### config.mk
export PLATFORM = sky130hd
export DESIGN_NAME = thermal_profile_governor_flat
export DESIGN_NICKNAME = d
export VERILOG_FILES = /design/src/hdl/tpg_pkg.sv /design/src/hdl/tpg_if.sv /design/src/hdl/tpg_front.sv /design/src/hdl/tpg_queue.sv /design/src/hdl/tpg_back.sv /design/src/hdl/thermal_profile_governor.sv /design/src/flat_wrapper.sv
export SDC_FILE = /design/constraint.sdc
export NUM_CORES = 1
export LEC_CHECK = 0
export BUFFER_PORTS_ARGS = -buffer_cell sky130_fd_sc_hd__buf_2
export CAP_MARGIN = 20
export CORE_UTILIZATION = 55
export CTS_BUF_LIST = sky130_fd_sc_hd__clkbuf_8 sky130_fd_sc_hd__clkbuf_16
export DETAILED_ROUTE_END_ITERATION = 7
export PLACE_DENSITY = 0.76
export SETUP_SLACK_MARGIN = 0.2
export SLEW_MARGIN = 20
export SYNTH_ARGS = -nofsm -noshare
export SYNTH_HDL_FRONTEND = slang
export SYNTH_SLANG_ARGS = --single-unit
export TNS_END_PERCENT = 5
### constraint.sdc
create_clock -name clk -period 15 [get_ports clk]
set_input_delay 0.75 -clock clk [delete_from_list [all_inputs] [get_ports clk]]
set_output_delay 0.75 -clock clk [all_outputs]
set_load 0.05 [all_outputs]
### src/hdl/tpg_pkg.sv
// Shared types and codes for the thermal profile governor.
`timescale 1ns / 1ps

package tpg_pkg;

    typedef enum logic [1:0] {
        PROF_SAVE = 2'd0,
        PROF_BAL  = 2'd1,
        PROF_LITE = 2'd2,
        PROF_PERF = 2'd3
    } profile_t;

    typedef enum logic [2:0] {
        TC_UNSUP  = 3'd0,
        TC_NODATA = 3'd1,
        TC_COOL   = 3'd2,
        TC_BAND   = 3'd3,
        TC_PRESS  = 3'd4,
        TC_EMERG  = 3'd5
    } tclass_t;

    typedef enum logic [4:0] {
        R_STARTUP  = 5'd0,
        R_NOTRANS  = 5'd1,
        R_SHUTDOWN = 5'd2,
        R_EMERG    = 5'd3,
        R_PRESS    = 5'd4,
        R_RECOV    = 5'd5,
        R_STALE    = 5'd6,
        R_OFFLINE  = 5'd7,
        R_RESTORED = 5'd8,
        R_BATT     = 5'd9,
        R_SCREEN   = 5'd10,
        R_SSTART   = 5'd11,
        R_SEND     = 5'd12,
        R_CHARGE   = 5'd13,
        R_USER     = 5'd14,
        R_CAPLIM   = 5'd15,
        R_AUDIO    = 5'd16
    } reason_t;

    typedef enum logic [3:0] {
        P_SHUTDOWN = 4'd0,
        P_EMERG    = 4'd1,
        P_TELEM    = 4'd2,
        P_BATT     = 4'd3,
        P_SCREEN   = 4'd4,
        P_SESSION  = 4'd5,
        P_CONFIG   = 4'd6,
        P_CHARGE   = 4'd7,
        P_AUDIO    = 4'd8,
        P_NONCRIT  = 4'd9
    } prio_t;

    typedef enum logic [1:0] {
        H_HEALTHY = 2'd0,
        H_STALE   = 2'd1,
        H_OFFLINE = 2'd2,
        H_UNKNOWN = 2'd3
    } health_t;

    typedef enum logic [2:0] {
        CFG_EMERG_HEADROOM = 3'd0,
        CFG_LITE_ENTER     = 3'd1,
        CFG_LITE_EXIT      = 3'd2,
        CFG_EMERG_LEVEL    = 3'd3,
        CFG_PRESS_LEVEL    = 3'd4,
        CFG_RECOVERY_HOLD  = 3'd5,
        CFG_ENFORCE_LITE   = 3'd6,
        CFG_THERMAL_SUPP   = 3'd7
    } cfg_idx_t;

    localparam int CFG_DATA_W = 32;

    typedef struct packed {
        logic [15:0] emergency_headroom;
        logic [15:0] lite_enter_headroom;
        logic [15:0] lite_exit_headroom;
        logic [2:0]  emergency_status_level;
        logic [2:0]  pressure_status_level;
        logic [31:0] recovery_hold;
        logic        enforce_lite;
        logic        thermal_present;
    } cfg_t;

    typedef struct packed {
        logic [31:0] now_time;
        logic        shutdown_req;
        logic        thermal_valid;
        logic [15:0] headroom;
        logic [2:0]  thermal_status;
        logic [1:0]  health;
        logic        saver_mode;
        logic        screen_on;
        logic        session_live;
        logic        session_forces_lite;
        logic        charging;
        logic        audio_playing;
    } evt_t;

    typedef struct packed {
        logic [1:0] profile;
        logic [4:0] reason_code;
        logic [3:0] priority_code;
        logic       transition_required;
        logic       recovery_ok;
        logic       safety_flag;
        logic       thermal_unsupported_flag;
        logic       stale_lock;
        logic       restore_wait;
        logic       audio_held;
    } dec_t;

    // Classified event as it waits between front and back.
    typedef struct packed {
        evt_t    evt;
        tclass_t tc;
    } work_t;

endpackage

### src/hdl/tpg_if.sv
// Valid/ready channel interfaces for evaluation events and decisions.
`timescale 1ns / 1ps

interface tpg_evt_if;
    logic           valid;
    logic           ready;
    tpg_pkg::evt_t  data;

    modport source (output valid, output data, input ready);
    modport sink   (input valid, input data, output ready);
endinterface

interface tpg_dec_if;
    logic           valid;
    logic           ready;
    tpg_pkg::dec_t  data;

    modport source (output valid, output data, input ready);
    modport sink   (input valid, input data, output ready);
endinterface

### src/hdl/tpg_front.sv
// Front end: accept events and classify the thermal reading.
`timescale 1ns / 1ps

module tpg_front (
    input  logic           clk,
    input  logic           rst_n,
    input  tpg_pkg::cfg_t  cfg,
    tpg_evt_if.sink        evt,
    output logic           push,
    output tpg_pkg::work_t push_data,
    input  logic           push_ready
);
    import tpg_pkg::*;

    logic    valid_reg;
    logic    valid_next;
    work_t   work_reg;
    tclass_t tc;
    logic    accept;

    always_comb
    begin
        if (!cfg.thermal_present)
            tc = TC_UNSUP;
        else if (!evt.data.thermal_valid)
            tc = TC_NODATA;
        else if (evt.data.headroom >= cfg.emergency_headroom ||
                 evt.data.thermal_status >= cfg.emergency_status_level)
            tc = TC_EMERG;
        else if (evt.data.headroom >= cfg.lite_enter_headroom ||
                 evt.data.thermal_status >= cfg.pressure_status_level)
            tc = TC_PRESS;
        else if (evt.data.headroom <= cfg.lite_exit_headroom)
            tc = TC_COOL;
        else
            tc = TC_BAND;
    end

    assign evt.ready = !valid_reg || push_ready;
    assign accept    = evt.valid && evt.ready;

    always_comb
    begin
        if (accept)
            valid_next = 1'b1;
        else if (push_ready)
            valid_next = 1'b0;
        else
            valid_next = valid_reg;
    end

    always_ff @(posedge clk or negedge rst_n)
    begin
        if (!rst_n)
            valid_reg <= 1'b0;
        else
            valid_reg <= valid_next;
    end

    always_ff @(posedge clk)
    begin
        if (accept)
        begin
            work_reg.evt <= evt.data;
            work_reg.tc  <= tc;
        end
    end

    assign push      = valid_reg;
    assign push_data = work_reg;

endmodule

### src/hdl/tpg_queue.sv
// Short queue of classified events between front and back.
`timescale 1ns / 1ps

module tpg_queue #(
    parameter int DEPTH = 2
) (
    input  logic           clk,
    input  logic           rst_n,
    input  logic           push,
    input  tpg_pkg::work_t push_data,
    output logic           push_ready,
    output logic           pop_valid,
    output tpg_pkg::work_t pop_data,
    input  logic           pop
);
    import tpg_pkg::*;

    localparam int PTR_W = (DEPTH > 1) ? $clog2(DEPTH) : 1;
    localparam int CNT_W = $clog2(DEPTH + 1);
    localparam logic [PTR_W-1:0] LAST = PTR_W'(DEPTH - 1);

    work_t            mem_reg [DEPTH];
    logic [PTR_W-1:0] wr_ptr_reg, wr_ptr_next;
    logic [PTR_W-1:0] rd_ptr_reg, rd_ptr_next;
    logic [CNT_W-1:0] count_reg, count_next;
    logic             do_push, do_pop;

    assign push_ready = (count_reg != CNT_W'(DEPTH));
    assign pop_valid  = (count_reg != '0);
    assign pop_data   = mem_reg[rd_ptr_reg];
    assign do_push    = push && push_ready;
    assign do_pop     = pop && pop_valid;

    always_comb
    begin
        wr_ptr_next = wr_ptr_reg;
        rd_ptr_next = rd_ptr_reg;
        count_next  = count_reg;
        if (do_push)
            wr_ptr_next = (wr_ptr_reg == LAST) ? '0 : wr_ptr_reg + 1'b1;
        if (do_pop)
            rd_ptr_next = (rd_ptr_reg == LAST) ? '0 : rd_ptr_reg + 1'b1;
        if (do_push && !do_pop)
            count_next = count_reg + 1'b1;
        else if (do_pop && !do_push)
            count_next = count_reg - 1'b1;
    end

    always_ff @(posedge clk or negedge rst_n)
    begin
        if (!rst_n)
        begin
            wr_ptr_reg <= '0;
            rd_ptr_reg <= '0;
            count_reg  <= '0;
        end
        else
        begin
            wr_ptr_reg <= wr_ptr_next;
            rd_ptr_reg <= rd_ptr_next;
            count_reg  <= count_next;
        end
    end

    always_ff @(posedge clk)
    begin
        if (do_push)
            mem_reg[wr_ptr_reg] <= push_data;
    end

    a_count_bound: assert property (@(posedge clk) disable iff (!rst_n)
        count_reg <= CNT_W'(DEPTH))
        else $error("queue count beyond depth");

    a_count_track: assert property (@(posedge clk) disable iff (!rst_n)
        (do_push && !do_pop) |=> (count_reg == $past(count_reg) + 1'b1))
        else $error("queue count missed a push");

endmodule

### src/hdl/tpg_back.sv
// Back end: priority ladder, guards, governor state and result register.
`timescale 1ns / 1ps

module tpg_back (
    input  logic           clk,
    input  logic           rst_n,
    input  tpg_pkg::cfg_t  cfg,
    input  logic           pop_valid,
    input  tpg_pkg::work_t pop_data,
    output logic           pop,
    tpg_dec_if.source      dec
);
    import tpg_pkg::*;

    logic [1:0]  cur_prof_reg;
    logic [31:0] last_switch_reg;
    logic [1:0]  prev_health_reg;
    logic        prev_sess_reg;
    logic        prev_chg_reg;
    logic        out_valid_reg, out_valid_next;
    dec_t        out_reg;

    evt_t        e;
    tclass_t     tc;
    logic [1:0]  cand;
    reason_t     reason;
    prio_t       prio;
    logic        safety, recov, locked, settling, aguard;
    logic [31:0] new_switch;
    logic [31:0] elapsed;
    logic        fresh;
    logic        promote;
    logic        load;
    dec_t        res;

    assign e       = pop_data.evt;
    assign tc      = pop_data.tc;
    assign elapsed = e.now_time - last_switch_reg;
    assign fresh   = !prev_sess_reg;

    always_comb
    begin
        cand       = cur_prof_reg;
        reason     = R_NOTRANS;
        prio       = P_NONCRIT;
        safety     = 1'b0;
        recov      = 1'b0;
        locked     = 1'b0;
        settling   = 1'b0;
        aguard     = 1'b0;
        new_switch = last_switch_reg;

        if (e.shutdown_req)
        begin
            cand = PROF_BAL; reason = R_SHUTDOWN; prio = P_SHUTDOWN; safety = 1'b1;
        end
        else if (tc == TC_EMERG)
        begin
            cand = PROF_BAL; reason = R_EMERG; prio = P_EMERG; safety = 1'b1;
            new_switch = e.now_time;
        end
        else if (e.health == H_OFFLINE)
        begin
            cand = PROF_BAL; reason = R_OFFLINE; prio = P_TELEM; safety = 1'b1;
        end
        else if (e.saver_mode)
        begin
            cand = PROF_SAVE; reason = R_BATT; prio = P_BATT; safety = 1'b1;
        end
        else if (!e.screen_on)
        begin
            cand = PROF_BAL; reason = R_SCREEN; prio = P_SCREEN; safety = 1'b1;
        end
        else if (e.session_live)
        begin
            prio = P_SESSION;
            if (e.session_forces_lite || cfg.enforce_lite)
            begin
                cand   = PROF_LITE;
                reason = fresh ? R_SSTART : R_CAPLIM;
            end
            else if (tc == TC_PRESS)
            begin
                cand = PROF_LITE;
                if (cur_prof_reg != PROF_LITE)
                begin
                    reason = R_PRESS; safety = 1'b1; new_switch = e.now_time;
                end
            end
            else if (tc == TC_COOL && cur_prof_reg == PROF_LITE)
            begin
                recov = (elapsed >= cfg.recovery_hold);
                if (recov)
                begin
                    cand = PROF_PERF; reason = R_RECOV; new_switch = e.now_time;
                end
                else
                    cand = PROF_LITE;
            end
            else if ((tc == TC_BAND || tc == TC_NODATA) && cur_prof_reg == PROF_LITE)
                cand = PROF_LITE;
            else
            begin
                cand   = PROF_PERF;
                reason = fresh ? R_SSTART : R_NOTRANS;
            end
        end
        else
        begin
            prio = P_CONFIG;
            cand = PROF_BAL;
            if (prev_sess_reg)
                reason = R_SEND;
            else if (prev_chg_reg != e.charging)
            begin
                reason = R_CHARGE; prio = P_CHARGE;
            end
            else
                reason = (cur_prof_reg == PROF_BAL) ? R_NOTRANS : R_USER;
        end

        // Promotion guards; a switch time already taken stays taken.
        promote = (cand > cur_prof_reg);
        if (promote && e.health == H_STALE)
        begin
            cand = cur_prof_reg; reason = R_STALE; prio = P_TELEM;
            safety = 1'b1; locked = 1'b1;
        end
        else if (promote && prev_health_reg != H_HEALTHY && e.health == H_HEALTHY)
        begin
            cand = cur_prof_reg; reason = R_RESTORED; prio = P_TELEM;
            safety = 1'b1; settling = 1'b1;
        end

        if (!safety && e.audio_playing && reason == R_RECOV && cand > cur_prof_reg)
        begin
            cand = cur_prof_reg; reason = R_AUDIO; prio = P_AUDIO;
            aguard = 1'b1; recov = 1'b0;
        end

        res.profile                  = cand;
        res.reason_code              = reason;
        res.priority_code            = prio;
        res.transition_required      = (cand != cur_prof_reg);
        res.recovery_ok              = recov;
        res.safety_flag              = safety;
        res.thermal_unsupported_flag = (tc == TC_UNSUP);
        res.stale_lock               = locked;
        res.restore_wait             = settling;
        res.audio_held               = aguard;
    end

    assign load = pop_valid && (!out_valid_reg || dec.ready);
    assign pop  = load;

    always_comb
    begin
        if (load)
            out_valid_next = 1'b1;
        else if (dec.ready)
            out_valid_next = 1'b0;
        else
            out_valid_next = out_valid_reg;
    end

    always_ff @(posedge clk or negedge rst_n)
    begin
        if (!rst_n)
        begin
            cur_prof_reg    <= PROF_BAL;
            last_switch_reg <= '0;
            prev_health_reg <= H_HEALTHY;
            prev_sess_reg   <= 1'b0;
            prev_chg_reg    <= 1'b0;
            out_valid_reg   <= 1'b0;
        end
        else
        begin
            out_valid_reg <= out_valid_next;
            if (load)
            begin
                cur_prof_reg    <= cand;
                last_switch_reg <= new_switch;
                prev_health_reg <= e.health;
                prev_sess_reg   <= e.session_live;
                prev_chg_reg    <= e.charging;
            end
        end
    end

    always_ff @(posedge clk)
    begin
        if (load)
            out_reg <= res;
    end

    assign dec.valid = out_valid_reg;
    assign dec.data  = out_reg;

    a_state_follows: assert property (@(posedge clk) disable iff (!rst_n)
        load |=> (cur_prof_reg == out_reg.profile))
        else $error("current profile differs from the word just loaded");

    a_guard_excl: assert property (@(posedge clk) disable iff (!rst_n)
        load |-> $onehot0({locked, settling, aguard}))
        else $error("more than one promotion guard fired");

    a_audio_nosafety: assert property (@(posedge clk) disable iff (!rst_n)
        load |-> !(aguard && (safety || recov)))
        else $error("audio hold with safety or recovery set");

endmodule

### src/hdl/thermal_profile_governor.sv
// Top level of the thermal profile governor: config registers and the pipeline.
`timescale 1ns / 1ps

// Thermal profile governor. Each evaluation-event word on evt yields exactly one
// decision word on dec, in order. The block sustains one word per clock: a new
// event is taken every cycle while decisions drain. The decision passes through
// the front classify register, one queue slot and the result register before it
// is offered on dec. The rate is set by the back end, whose current-profile and
// switch-time registers close the decision loop. The front classifies headroom
// and status against the thresholds; a short queue decouples it from the back,
// so a stall on dec backs up through the queue before evt loses ready.
// Configuration registers are written through cfg_we/cfg_index/cfg_data; write
// them only while no event is in flight.
module thermal_profile_governor #(
    parameter int QUEUE_DEPTH = 2
) (
    input  logic                            clk,
    input  logic                            rst_n,
    input  logic                            cfg_we,
    input  logic [2:0]                      cfg_index,
    input  logic [tpg_pkg::CFG_DATA_W-1:0]  cfg_data,
    tpg_evt_if.sink                         evt,
    tpg_dec_if.source                       dec
);
    import tpg_pkg::*;

    cfg_t  cfg_reg;
    logic  push, push_ready;
    work_t push_data;
    logic  pop_valid, pop;
    work_t pop_data;

    // Hold the configuration registers; index out of use is dropped.
    always_ff @(posedge clk or negedge rst_n)
    begin
        if (!rst_n)
        begin
            cfg_reg.emergency_headroom     <= 16'd4096;
            cfg_reg.lite_enter_headroom    <= 16'd3686;
            cfg_reg.lite_exit_headroom     <= 16'd3072;
            cfg_reg.emergency_status_level <= 3'd5;
            cfg_reg.pressure_status_level  <= 3'd3;
            cfg_reg.recovery_hold          <= 32'd30000;
            cfg_reg.enforce_lite           <= 1'b0;
            cfg_reg.thermal_present        <= 1'b1;
        end
        else if (cfg_we)
        begin
            unique case (cfg_idx_t'(cfg_index))
                CFG_EMERG_HEADROOM: cfg_reg.emergency_headroom     <= cfg_data[15:0];
                CFG_LITE_ENTER:     cfg_reg.lite_enter_headroom    <= cfg_data[15:0];
                CFG_LITE_EXIT:      cfg_reg.lite_exit_headroom     <= cfg_data[15:0];
                CFG_EMERG_LEVEL:    cfg_reg.emergency_status_level <= cfg_data[2:0];
                CFG_PRESS_LEVEL:    cfg_reg.pressure_status_level  <= cfg_data[2:0];
                CFG_RECOVERY_HOLD:  cfg_reg.recovery_hold          <= cfg_data[31:0];
                CFG_ENFORCE_LITE:   cfg_reg.enforce_lite           <= cfg_data[0];
                CFG_THERMAL_SUPP:   cfg_reg.thermal_present        <= cfg_data[0];
                default: ;
            endcase
        end
    end

    // Front: accept and classify the thermal reading.
    tpg_front u_front (
        .clk        (clk),
        .rst_n      (rst_n),
        .cfg        (cfg_reg),
        .evt        (evt),
        .push       (push),
        .push_data  (push_data),
        .push_ready (push_ready)
    );

    // Queue: absorb back-end stalls.
    tpg_queue #(
        .DEPTH (QUEUE_DEPTH)
    ) u_queue (
        .clk        (clk),
        .rst_n      (rst_n),
        .push       (push),
        .push_data  (push_data),
        .push_ready (push_ready),
        .pop_valid  (pop_valid),
        .pop_data   (pop_data),
        .pop        (pop)
    );

    // Back: ladder, guards, state update and result register.
    tpg_back u_back (
        .clk       (clk),
        .rst_n     (rst_n),
        .cfg       (cfg_reg),
        .pop_valid (pop_valid),
        .pop_data  (pop_data),
        .pop       (pop),
        .dec       (dec)
    );

endmodule
### src/flat_wrapper.sv
// flat-port wrapper written by rule: the top's interface ports become plain ports
module thermal_profile_governor_flat import tpg_pkg::*;
#(
    parameter int QUEUE_DEPTH = 2
)
  (clk, rst_n, cfg_we, cfg_index, cfg_data, evt_valid, evt_data, evt_ready, dec_valid, dec_data, dec_ready);
  tpg_evt_if evt_i ();
  tpg_dec_if dec_i ();
  input  logic clk;
  input  logic rst_n;
  input  logic cfg_we;
  input  logic [2:0] cfg_index;
  input  logic [tpg_pkg::CFG_DATA_W-1:0] cfg_data;
  input wire logic [$bits(evt_i.valid)-1:0] evt_valid;
  input wire logic [$bits(evt_i.data)-1:0] evt_data;
  output wire logic [$bits(evt_i.ready)-1:0] evt_ready;
  output wire logic [$bits(dec_i.valid)-1:0] dec_valid;
  output wire logic [$bits(dec_i.data)-1:0] dec_data;
  input wire logic [$bits(dec_i.ready)-1:0] dec_ready;
  assign evt_i.valid = evt_valid;
  assign evt_i.data = evt_data;
  assign evt_ready = evt_i.ready;
  assign dec_valid = dec_i.valid;
  assign dec_data = dec_i.data;
  assign dec_i.ready = dec_ready;
  thermal_profile_governor #(.QUEUE_DEPTH(QUEUE_DEPTH)) u_core (.clk(clk), .rst_n(rst_n), .cfg_we(cfg_we), .cfg_index(cfg_index), .cfg_data(cfg_data), .evt(evt_i), .dec(dec_i));
endmodule
Word-level counts from Yosys, hierarchy flattened
Memory sizes are Yosys's and may differ from the RTL's.
Index checks and enable logic that the tools add are counted.
- word-level logic and storage cells: 222
- register bits: 214
- memories kept: 1
- RAM bits: 128
- memories (memory ; depth ; width ; rd ports ; clocked after Yosys merged registers in ; write ports ; line ; source):
    u_core.u_queue.mem_reg ; 2 ; 64 ; 1 ; 0 ; 1 ; tpg_queue.sv:22 ; work_t mem_reg [DEPTH];
- reductions and logical operators: 51
- muxes and demuxes: 81
- $add $sub $neg: 5
- $lt $le $gt $ge: 8
- equality and inequality tests: 25
- bitwise operators: 6
- operator list (cell ; number):
    $mux 32 ; 10
    $mux 5 ; 11
    $ge 16x16->1 ; 2
    $ge 32x32->1 ; 1
    $mux 2 ; 16
    $sub 32x32->32 ; 1
    $mux 1 ; 28
    $mux 4 ; 7
    $mux 3 ; 9
    $eq 3x3->1 const B ; 6
    $reduce_and 2->1 ; 9
    $le 16x16->1 ; 1
    $logic_and 1x1->1 ; 14
    $reduce_bool 2->1 ; 7
    $eq 3x2->1 const B ; 4
    $ne 2x2->1 const B ; 5
    $reduce_and 10->1 ; 1
    $reduce_or 10->1 ; 1
    $reduce_or 4->1 ; 2
    $reduce_or 7->1 ; 1
    $eq 3x1->1 const B ; 2
    $ge 3x3->1 ; 2
    $logic_not 3->1 ; 2
    $logic_or 1x1->1 ; 6
    14 further kinds ; 28

Logic depth before layout (Yosys ltp)
Gate-level depths: netlist of run 1.
An unclocked memory read counts as a cell.
- depth in word-level cells: 25
- mapped depth: 32

Modules after synthesis
Synthesis of run 1 repeated with hierarchy kept, for this count alone.
- cell total of the unflattened synthesis: 1230
- area total of the unflattened synthesis: 16844.9 um2
- modules (own cells, without submodules) (module ; seq. area each (um2) ; cells each ; area each (um2) ; times used):
    tpg_back ; 1487.7 ; 562 ; 5021.1 ; 1
    tpg_queue ; 3943.8 ; 217 ; 5018.6 ; 1
    thermal_profile_governor ; 2229.6 ; 194 ; 3477.1 ; 1
    tpg_front ; 1946.9 ; 257 ; 3328.2 ; 1

Worst setup path before layout of run 1
OpenSTA, ideal clock, no wires.
- kind: flip-flop to flip-flop
- from: reg u_core.u_queue.rd_ptr_reg
- to: reg u_core.u_back.out_reg, in the netlist u_core.u_back.dec.data[6], data pin
- arrival time: 7.087 ns
- cell stages (with the launch flop): 33
- path slack: 7.649 ns
- path buffers: 5
- library setup time: 0.264 ns
- cell sequence: dfrtp_1 buf_4 buf_6 clkbuf_1 clkbuf_1 mux2i_1 ha_1 inv_1 fa_1 a211oi_1 o211ai_1 o211a_1 a31o_2 a22oi_1 a211oi_1 o21ai_0 o21ai_0 xor2_1 ha_1 a21oi_1 nand2_1 a221oi_1 o31ai_1 a22oi_2 mux2_2 nand3_1 mux2_2 ha_1 a21oi_1 a2111oi_0 and4b_1 buf_4 o31ai_1
- RTL lines (element ; line ; source):
    from (decl) ; tpg_queue.sv:24 ; logic [PTR_W-1:0] rd_ptr_reg, rd_ptr_next;
    from (signal assigned) ; tpg_queue.sv:60 ; rd_ptr_reg <= rd_ptr_next;
    to (signal assigned) ; tpg_back.sv:194 ; out_reg <= res;
    to (decl) ; tpg_back.sv:21 ; dec_t out_reg;

==> results.yml, run 1 <==
global_routing:
  grt_pass1_wl_um: 48970
  grt_max_degree: 83
  grt_pass1_vias: 9469
  grtUsageTotal_pct: 23.09
  grt_overflow: 0
  antenna_found_initial: 1
sta:
  hold_violations: 0
  finalSetupViolCount: 0
  max_slew_margin_pct: 46.07
  final.setup.worst_slack_ns: 7.049
  max_freq_mhz: 125.8
  finalSetupTns_ns: 0
  rsz0062_at_grt: "false"
  min_period_ns: 7.951
  fin_crit_sh_pct: 53.01
  clock_skew_ns: 0.01201
  worst_pin_slew_ns: 0.8089
  slew_violations: 0
clock_network:
  cts_buffer_depth: 3
  numCtsBuffers: 29
  post-cts-setup-buffers: 0
  cts_tree: "yes"
  clock_latency_ns: 0.54
  root_buffer: "clkbuf_16"
  cts_hold_repair.buffers: 0
  clkTransAtPathRegs_ns: 0.06
  cts_sinks: 281
  ctsResizeCount: 0
  cts_max_level: 1
logic_synthesis:
  ys_top_cells_by_count: "edfxtp_1 (149), inv_1 (133), ha_1 (122), dfrtp_1 (109), nand2_1 (91)"
  yosysMostFrequentCell: "edfxtp_1"
  yosysWarnings: 0
  syn_area_sq_um: 14530
  synth_top_area_share_pct: 30.79
  synthFlopType: "edfxtp_1"
  synth-seq-area-share_pct: 53.72
  synth_compound_area_share_pct: 11.23
  synthArstFlopShare_pct: 46.98
  ys_top_cells_by_area: "edfxtp_1 (31%), dfrtp_1 (19%), ha_1 (11%)"
  synth_xor_area_share_pct: 2.049
  synth_cells: 1203
  synth.largest_area_cell: "edfxtp_1"
  synth-adder-area-share_pct: 10.64
  syn_avg_cell_area_sq_um: 12.08
  synth-edff-count: 149
  synth.distinct_cells: 69
  synth-seq-cells: 281
  synth_top_family_by_area: "compound AO/OA/AOI/OAI gates"
  synth-simple-area-share_pct: 7.792
  synthMuxAreaShare_pct: 10.00
  syn_nets: 1427
drt:
  wl_um: 30380
  ant_nets: 0
  drt_iter0_drc: 651
  vias: 9480
  wl_per_cell_um: 17.90
  dr.pass1.iters: 7
  drc: 0
  vias_per_cell: 5.586
floorplanning:
  die_h_um: 164.6
  core_area_sq_um: 25980
  start_util_pct: 55.93
  die_w_um: 164.6
  rows: 59
  ios: 121
  die_area_sq_um: 27080
setup_path:
  startpoint_type: "flip-flop"
  reg2regPathDepth: 27
  end_kind: "flip-flop"
  cp_slowest_cell: "dfrtp_2"
  cp_max_fo: 30
  crit_path_frequent_cell: "ha_1"
  critical_path_class: "flip-flop to flip-flop"
  startpoint: "u_core.u_queue.rd_ptr_reg"
  slowest_delay_ns: 0.89
  r2r_start: "u_core.u_queue.rd_ptr_reg"
  crit_arrival_ns: 8.23
  worstPathRequired_ns: 15.28
power:
  p_leak_nw: 7.176
  seqPwrFrac_pct: 31.6
  ir_worst_vdd_mv: 0.2021
  clockPowerShare_pct: 18.8
  combPwrFrac_pct: 49.6
  switching_power_mw: 1.501
  powerDensity_nw_per_um2: 230.9
  p_int_mw: 2.298
  sw_frac_of_total_pct: 39.51
placed_design:
  gp_congestion: 0.8835
  port_buffers: 120
  dp_slack_ns: 7.135
  dp_hpwl_um: 21490
finish:
  layout-drive-gt1-share_pct: 24.10
  regArea_sq_um: 7807
  multi_input_area_sq_um: 6087
  nFillCells: 2024
  area_delta_synth_final_pct: 13.22
  fin_nets: 1563
run_status:
  outcome: "completed"
hold_path:
  hold_path_class: "input pin to asynchronous set/reset pin"
job:
  drv_cap: 0
[stage by stage]
step           cell area, sq um  std cells  util, %  hold slack, ns  power [mW]
4_1_cts                   16450       1696    63.30          0.2608       3.814
3_3_place_gp              15500       1643    59.64          0.4227       3.017
6_report                  16450       1697    63.32          0.2549       3.799
2_1_floorplan             14530       1203        -          0.4215       2.623
3_5_place_dp              15500       1643    59.64          0.4298       3.081
5_1_grt                   16450       1697    63.32          0.3028       4.092
[kinds of logic after synthesis]
| logic type | after synthesis |
|---|---|
| AND/OR/NAND/NOR | 234 |
| adder cells (fa/ha/maj) | 123 |
| AO/OA/AOI/OAI | 251 |
| multiplexers | 121 |
| buffers and inverters | 159 |
| XOR/XNOR | 34 |
| flip-flops | 281 |
[power groups by stage]
stage	clock, mW	combinational [mW]	sequential, mW
floorplan	0	1.38	1.24
global placement	0	1.82	1.20
detailed placement	0	1.87	1.21
CTS	0.730	1.88	1.20
global route	0.759	2.11	1.22
finish	0.714	1.88	1.20
[layer usage]
metal / GRT usage, % / up-vias / share of wire, % / wire, um
met5: 0 / - / 0 / 0
li1: - / 4602 / - / -
met4: 6.005 / 0 / 2.3 / 707
met2: 38.39 / 213 / 47 / 14410
met1: 32.03 / 4621 / 46 / 14080
met3: 2.913 / 44 / 3.9 / 1178
[path summary, 6_finish.rpt]
path	to	slack, ns
worst max-delay path	u_core.u_back.dec.data[6]	7.05
worst min-delay path	u_core.cfg_reg[76]	0.25
worst max register to register	u_core.u_back.dec.data[6]	7.05
worst min register to register	u_core.u_queue.mem_reg[1][36]	0.44
max in group asynchronous	u_core.u_queue.rd_ptr_reg	13.50
min in group clk	u_core.u_front.push_data[62]	0.38
[worst max-delay path: cells and delay by family (launching register included)]
kind                       cells  cell delay, ns
AOI/OAI and AO/OA             14            3.27
xor gates and xnor gates       1            0.17
adders and majority gates      4            1.27
buffers and inverters          2            0.12
DFF                            1            0.89
muxes                          3            1.15
and+or+nand+nor                3            0.80
[final cells by class]
| type | instances | area share [%] |
|---|---|---|
| antenna | 1 | 0.01521 |
| inverter | 133 | 3.034 |
| timing repair buffer | 131 | 4.190 |
| multi-input combinational | 763 | 36.99 |
| tap | 335 | 2.547 |
| clock inverter | 21 | 1.110 |
| sequential | 281 | 47.45 |
| clock buffer | 32 | 4.661 |
[placed cells by master (no fill, tap or decap), types with 6 or more instances in the layout]
cell         n
a211oi_1    11
a21o_1      29
a21oi_1     51
buf_2      119
buf_4       11
clkbuf_16   29
clkinv_2     7
dfrtp_1    108
dfstp_2     23
edfxtp_1   149
ha_1       122
inv_1      138
mux2_2      82
mux2_4      28
mux2i_1     11
nand2_1     91
nand2b_1    19
nand3_1     11
nand4_1     14
nor2_1      43
nor2b_1      6
nor3_1      11
o211ai_1     8
o21a_1       9
o21ai_0     85
o21bai_1     6
xnor2_1     23
xor2_1      11
Note: power is estimated with default switching activity, not from simulation.
==> inputs of run 2 (changes only) <==
- clock period: 15 -> 7.7 ns (I/O delays scaled with it)
==> run 2 against run 1 <==
Combinational power up 99%. Clock skew rose by 0.0020 ns. Design area grew 2.3%. Flip-flop and latch count unchanged. Power increased by 97%. Wire length grew 2.7%. Sequential share of layout area is 1.1 points lower. Non-clock buffer count up 35. Final cell count up 2.1%. Utilization rose by 1.5 points.
==> results.yml, run 2 (synthesis results as in run 1) <==
power:
  combPwrFrac_pct: 50.0
  seqPwrFrac_pct: 30.8
  switching_power_mw: 2.949
  clockPowerShare_pct: 19.2
  sw_frac_of_total_pct: 39.44
  p_leak_nw: 7.335
  p_int_mw: 4.529
  ir_worst_vdd_mv: 0.4670
  powerDensity_nw_per_um2: 444.1
global_routing:
  grt_pass1_vias: 9670
  grt_overflow: 0
  antenna_found_initial: 1
  grtUsageTotal_pct: 23.33
  grt_pass1_wl_um: 49110
  grt_max_degree: 76
drt:
  dr.pass1.iters: 5
  drt_iter0_drc: 606
  wl_per_cell_um: 18.01
  vias_per_cell: 5.596
  wl_um: 31210
  ant_nets: 0
  drc: 0
  vias: 9698
sta:
  max_freq_mhz: 143.3
  worst_pin_slew_ns: 0.8270
  slew_violations: 0
  hold_violations: 0
  clock_skew_ns: 0.01398
  max_slew_margin_pct: 44.87
  finalSetupTns_ns: 0
  final.setup.worst_slack_ns: 0.7214
  fin_crit_sh_pct: 90.63
  rsz0062_at_grt: "false"
  finalSetupViolCount: 0
  min_period_ns: 6.979
setup_path:
  worstPathRequired_ns: 7.99
  crit_arrival_ns: 7.27
  path_buf_inv: 2
  cp_slowest_cell: "dfrtp_2"
  critical_path_class: "flip-flop to flip-flop"
  crit_family: "compound AO/OA/AOI/OAI gates"
  cp_max_fo: 20
  end_kind: "flip-flop"
  slowest_delay_ns: 0.45
  startpoint_type: "flip-flop"
finish:
  final_area_sq_um: 16840
  layout.cells.most_common: "edfxtp_1"
  final_cell_mix: "edfxtp_1 (149), inv_1 (139), ha_1 (122)"
  area_delta_synth_final_pct: 15.88
  layout-drive-gt1-share_pct: 24.05
  fin_nets: 1598
  final_cells: 1733
clock_network:
  numCtsBuffers: 29
  cts_max_level: 1
  clkTransAtPathRegs_ns: 0.07
  root_buffer: "clkbuf_16"
  cts_sinks: 281
  cts_tree: "yes"
  cts_buffer_depth: 3
  clock_latency_ns: 0.55
placed_design:
  gp_congestion: 0.8988
  dp_slack_ns: 0.4160
  port_buffers: 120
  dpl_cell_area_sq_um: 15500
  placed_cells: 1643
  dp_hpwl_um: 21750
run_status:
  outcome: "completed"
hold_path:
  hold_path_class: "input pin to flip-flop"
floorplanning:
  die_area_sq_um: 27080
  rows: 59
  die_w_um: 164.6
  start_util_pct: 55.93
  core_area_sq_um: 25980
  die_h_um: 164.6
  ios: 121
job:
  drv_cap: 0
run 2: changes by cell type in the layout (fill, tap and decap cells not counted), moves of 2 or more:
| cell | previous run | this run |
|---|---|---|
| dlygate4sd3_1 | 0 | 29 |
| clkinv_4 | 2 | 0 |
| clkinvlp_4 | 1 | 4 |
| clkinv_2 | 7 | 4 |
| buf_4 | 11 | 15 |
run 2: worst paths after layout:
kind                                         startpoint                       endpoint  slack (ns)  cells after the start
max                           u_core.u_queue.rd_ptr_reg      u_core.u_back.dec.data[6]        0.72                     27
min                                        evt_data[52]   u_core.u_front.push_data[55]        0.02                      1
max reg2reg                   u_core.u_queue.rd_ptr_reg      u_core.u_back.dec.data[6]        0.72                     27
min reg2reg                u_core.u_front.push_data[53]  u_core.u_queue.mem_reg[1][53]        0.44                      0
max in group asynchronous                         rst_n             u_core.cfg_reg[16]        5.92                      4
min in group asynchronous                         rst_n             u_core.cfg_reg[76]        0.47                      2
run 2: layout make-up:
type | instances | area, sq um
diodes | 1 | 2.502
clock buffers | 32 | 767.0
clock inverters | 22 | 215.2
fillers | 1987 | 9145
inverters | 133 | 499.2
multi-input cells | 763 | 6095
flip-flops and latches | 281 | 7807
well taps | 335 | 419.2
repair buffers | 166 | 1035
run 2: metrics by stage:
| step | total power, mW | util, % | hold slack (ns) |
|---|---|---|---|
| 2_1_floorplan | 5.110 | - | 0.08941 |
| 3_3_place_gp | 5.885 | 59.64 | 0.4236 |
| 3_5_place_dp | 5.995 | 59.64 | 0.4308 |
| 4_1_cts | 7.485 | 64.39 | 0.0008941 |
| 5_1_grt | 8.029 | 64.81 | 0.009966 |
| 6_report | 7.478 | 64.81 | 0.01876 |
run 2: power by group through the flow:
stage | Clock [mW] | Combinational (mW) | Sequential (mW)
global placement | 0 | 3.58 | 2.31
CTS | 1.45 | 3.73 | 2.31
detailed placement | 0 | 3.66 | 2.33
global route | 1.51 | 4.17 | 2.35
floorplan | 0 | 2.69 | 2.42
finish | 1.43 | 3.74 | 2.31
run 2: routing by layer:
layer | up-vias | part of all wire, % | track usage, %
met5 | - | 0 | 0
met3 | 59 | 4.1 | 2.536
met1 | 4745 | 44 | 31.19
li1 | 4666 | - | -
met2 | 228 | 49 | 39.90
met4 | 0 | 2.8 | 7.214
run 2: worst register-to-register path, delay by kind of cell, from the launching register on:
kind                     cells  cell delay, ns
buffers and inverters        2            0.38
AO/OA/AOI/OAI               15            3.09
adder cells (fa/ha/maj)      3            0.94
XOR/XNOR                     1            0.17
AND/OR/NAND/NOR              3            0.51
multiplexers                 3            1.17
flip-flops                   1            0.45
run 2: repair_timing:
item,CTS,global route
setup endpoints to repair,0,10
resized for setup,0,5
hold endpoints to repair,68,4
buffers inserted,0,5
hold buffers,25,4
==> inputs of run 3 (changes only) <==
- PLACE_DENSITY: 0.76 -> 0.74
- SETUP_SLACK_MARGIN: 0.2 -> 0.3
==> run 3 against run 2 <==
Critical path depth stayed put. Wire length is 1.5% lower. Sequential power about the same. Largest cell class unchanged. Critical endpoint unchanged. Flip-flop and latch count unchanged. Global-route usage about the same. Setup slack got worse by 0.12 ns. Clock power is 10% lower. Critical path type unchanged. Non-clock buffer count is 1 higher. Clock skew is 0.0019 ns lower. Via count shrank 0.43%.
==> results.yml, run 3 (synthesis results as in run 1) <==
run_status:
  outcome: "completed"
floorplanning:
  die_w_um: 164.6
  die_area_sq_um: 27080
  core_area_sq_um: 25980
  die_h_um: 164.6
  ios: 121
  start_util_pct: 55.93
  rows: 59
setup_path:
  crit_arrival_ns: 7.40
  worstPathRequired_ns: 7.99
  end_kind: "flip-flop"
  critical_path_class: "flip-flop to flip-flop"
  startpoint_type: "flip-flop"
  cp_max_fo: 8
drt:
  dr.pass1.iters: 5
  drt_iter0_drc: 632
  ant_nets: 0
  wl_um: 30750
  wl_per_cell_um: 17.74
  drc: 0
  vias_per_cell: 5.572
  vias: 9656
global_routing:
  grt_overflow: 0
  grt_max_degree: 79
  grtUsageTotal_pct: 23.33
  grt_pass1_vias: 9650
  antenna_found_initial: 0
  grt_pass1_wl_um: 49020
hold_path:
  hold_path_class: "input pin to flip-flop"
finish:
  fin_nets: 1599
  final_cell_mix: "inv_1 (149), edfxtp_1 (149), ha_1 (122)"
  area_delta_synth_final_pct: 15.27
  layout-drive-gt1-share_pct: 23.53
  fin_util_pct: 64.47
  final_area_sq_um: 16750
  diodes: 0
clock_network:
  cts_tree: "yes"
  cts_max_level: 1
  cts_sinks: 281
  root_buffer: "clkbuf_16"
  clock_latency_ns: 0.56
  cts_buffer_depth: 3
  clkTransAtPathRegs_ns: 0.06
  numCtsBuffers: 29
placed_design:
  dp_hpwl_um: 21250
  gp_congestion: 0.9015
  dpl_cell_area_sq_um: 15500
  port_buffers: 120
sta:
  rsz0062_at_grt: "false"
  max_slew_margin_pct: 46.30
  slew_violations: 0
  fin_crit_sh_pct: 92.23
  hold_violations: 0
  worst_pin_slew_ns: 0.8047
  max_freq_mhz: 140.8
  finalSetupTns_ns: 0
  finalSetupViolCount: 0
  clock_skew_ns: 0.01206
  min_period_ns: 7.102
power:
  powerDensity_nw_per_um2: 441.1
  p_leak_nw: 7.326
  power_mw: 7.389
  ir_worst_vdd_mv: 0.3868
job:
  drv_cap: 0
-- run 3: worst paths after layout --
kind / start / to / slack, ns / cells past startpoint
max in group asynchronous: rst_n / u_core.u_queue.rd_ptr_reg / 6.03 / 3
worst min-delay path: evt_data[6] / u_core.u_front.push_data[9] / 0.01 / 1
worst max register to register: u_core.u_queue.rd_ptr_reg / u_core.u_back.dec.data[6] / 0.60 / 27
min in group asynchronous: rst_n / u_core.cfg_reg[44] / 0.43 / 2
worst min register to register: u_core.u_front.push_data[46] / u_core.u_queue.mem_reg[1][46] / 0.44 / 0
worst max-delay path: u_core.u_queue.rd_ptr_reg / u_core.u_back.dec.data[6] / 0.60 / 27
-- run 3: critical path: stages, from the launching register on --
cell	delay, ns
dfrtp_4	0.55
mux2i_2	0.24
ha_1	0.20
inv_1	0.06
fa_1	0.45
a211oi_2	0.30
o211ai_1	0.15
o211a_1	0.20
a31o_2	0.31
a22oi_2	0.22
a211oi_1	0.10
o21ai_1	0.21
o21ai_0	0.14
xor2_1	0.16
ha_1	0.34
a21oi_1	0.15
nand2_1	0.10
a221oi_2	0.26
o31ai_1	0.14
a22oi_2	0.35
mux2_2	0.42
nand3_1	0.15
mux2_2	0.37
ha_1	0.32
a21oi_1	0.09
a2111oi_2	0.35
and4b_2	0.39
o31ai_1	0.11
-- run 3: layout make-up --
cell class	instances	area (sq um)
Timing Repair Buffer	167	1041
Sequential cell	281	7810
Clock inverter	24	125.1
Multi-Input combinational cell	763	6118
Clock buffer	30	739.5
Tap cell	335	419.2
Fill cell	2006	9233
Inverter	133	499.2
-- run 3: timing repair --
item | 4_1_cts | 5_1_grt
endpoints found under the setup margin | 10 | 10
buffers inserted | 1 | 4
pin swaps | 2 | 5
hold buffers | 31 | 0
endpoints found under the hold margin | 75 | 0
gates resized for setup | 2 | 9
-- run 3: power by group --
part	internal (mW)	switching, mW
clock	0.719	0.559
sequential	2.12	0.193
combinational	1.60	2.20
-- run 3: metal layers --
layer / global-route usage, % / routed length (um) / up-vias / part of all wire, %
met5: 0 / 0 / - / 0
met4: 7.548 / 932 / 0 / 3.0
met3: 3.014 / 1355 / 59 / 4.4
met2: 40.05 / 14860 / 232 / 48
met1: 30.62 / 13600 / 4698 / 44
li1: - / - / 4667 / -
-- run 3: per-stage QoR --
stage               setup slack, ns  std cells  hold WS [ns]
finish                       0.5983       1733       0.01422
global route                 0.2255       1733      0.001038
CTS                          0.3158       1729      0.001129
detailed placement           0.1674       1643        0.4290
global placement             0.4842       1643        0.4230
floorplan                    0.3495       1203       0.08941
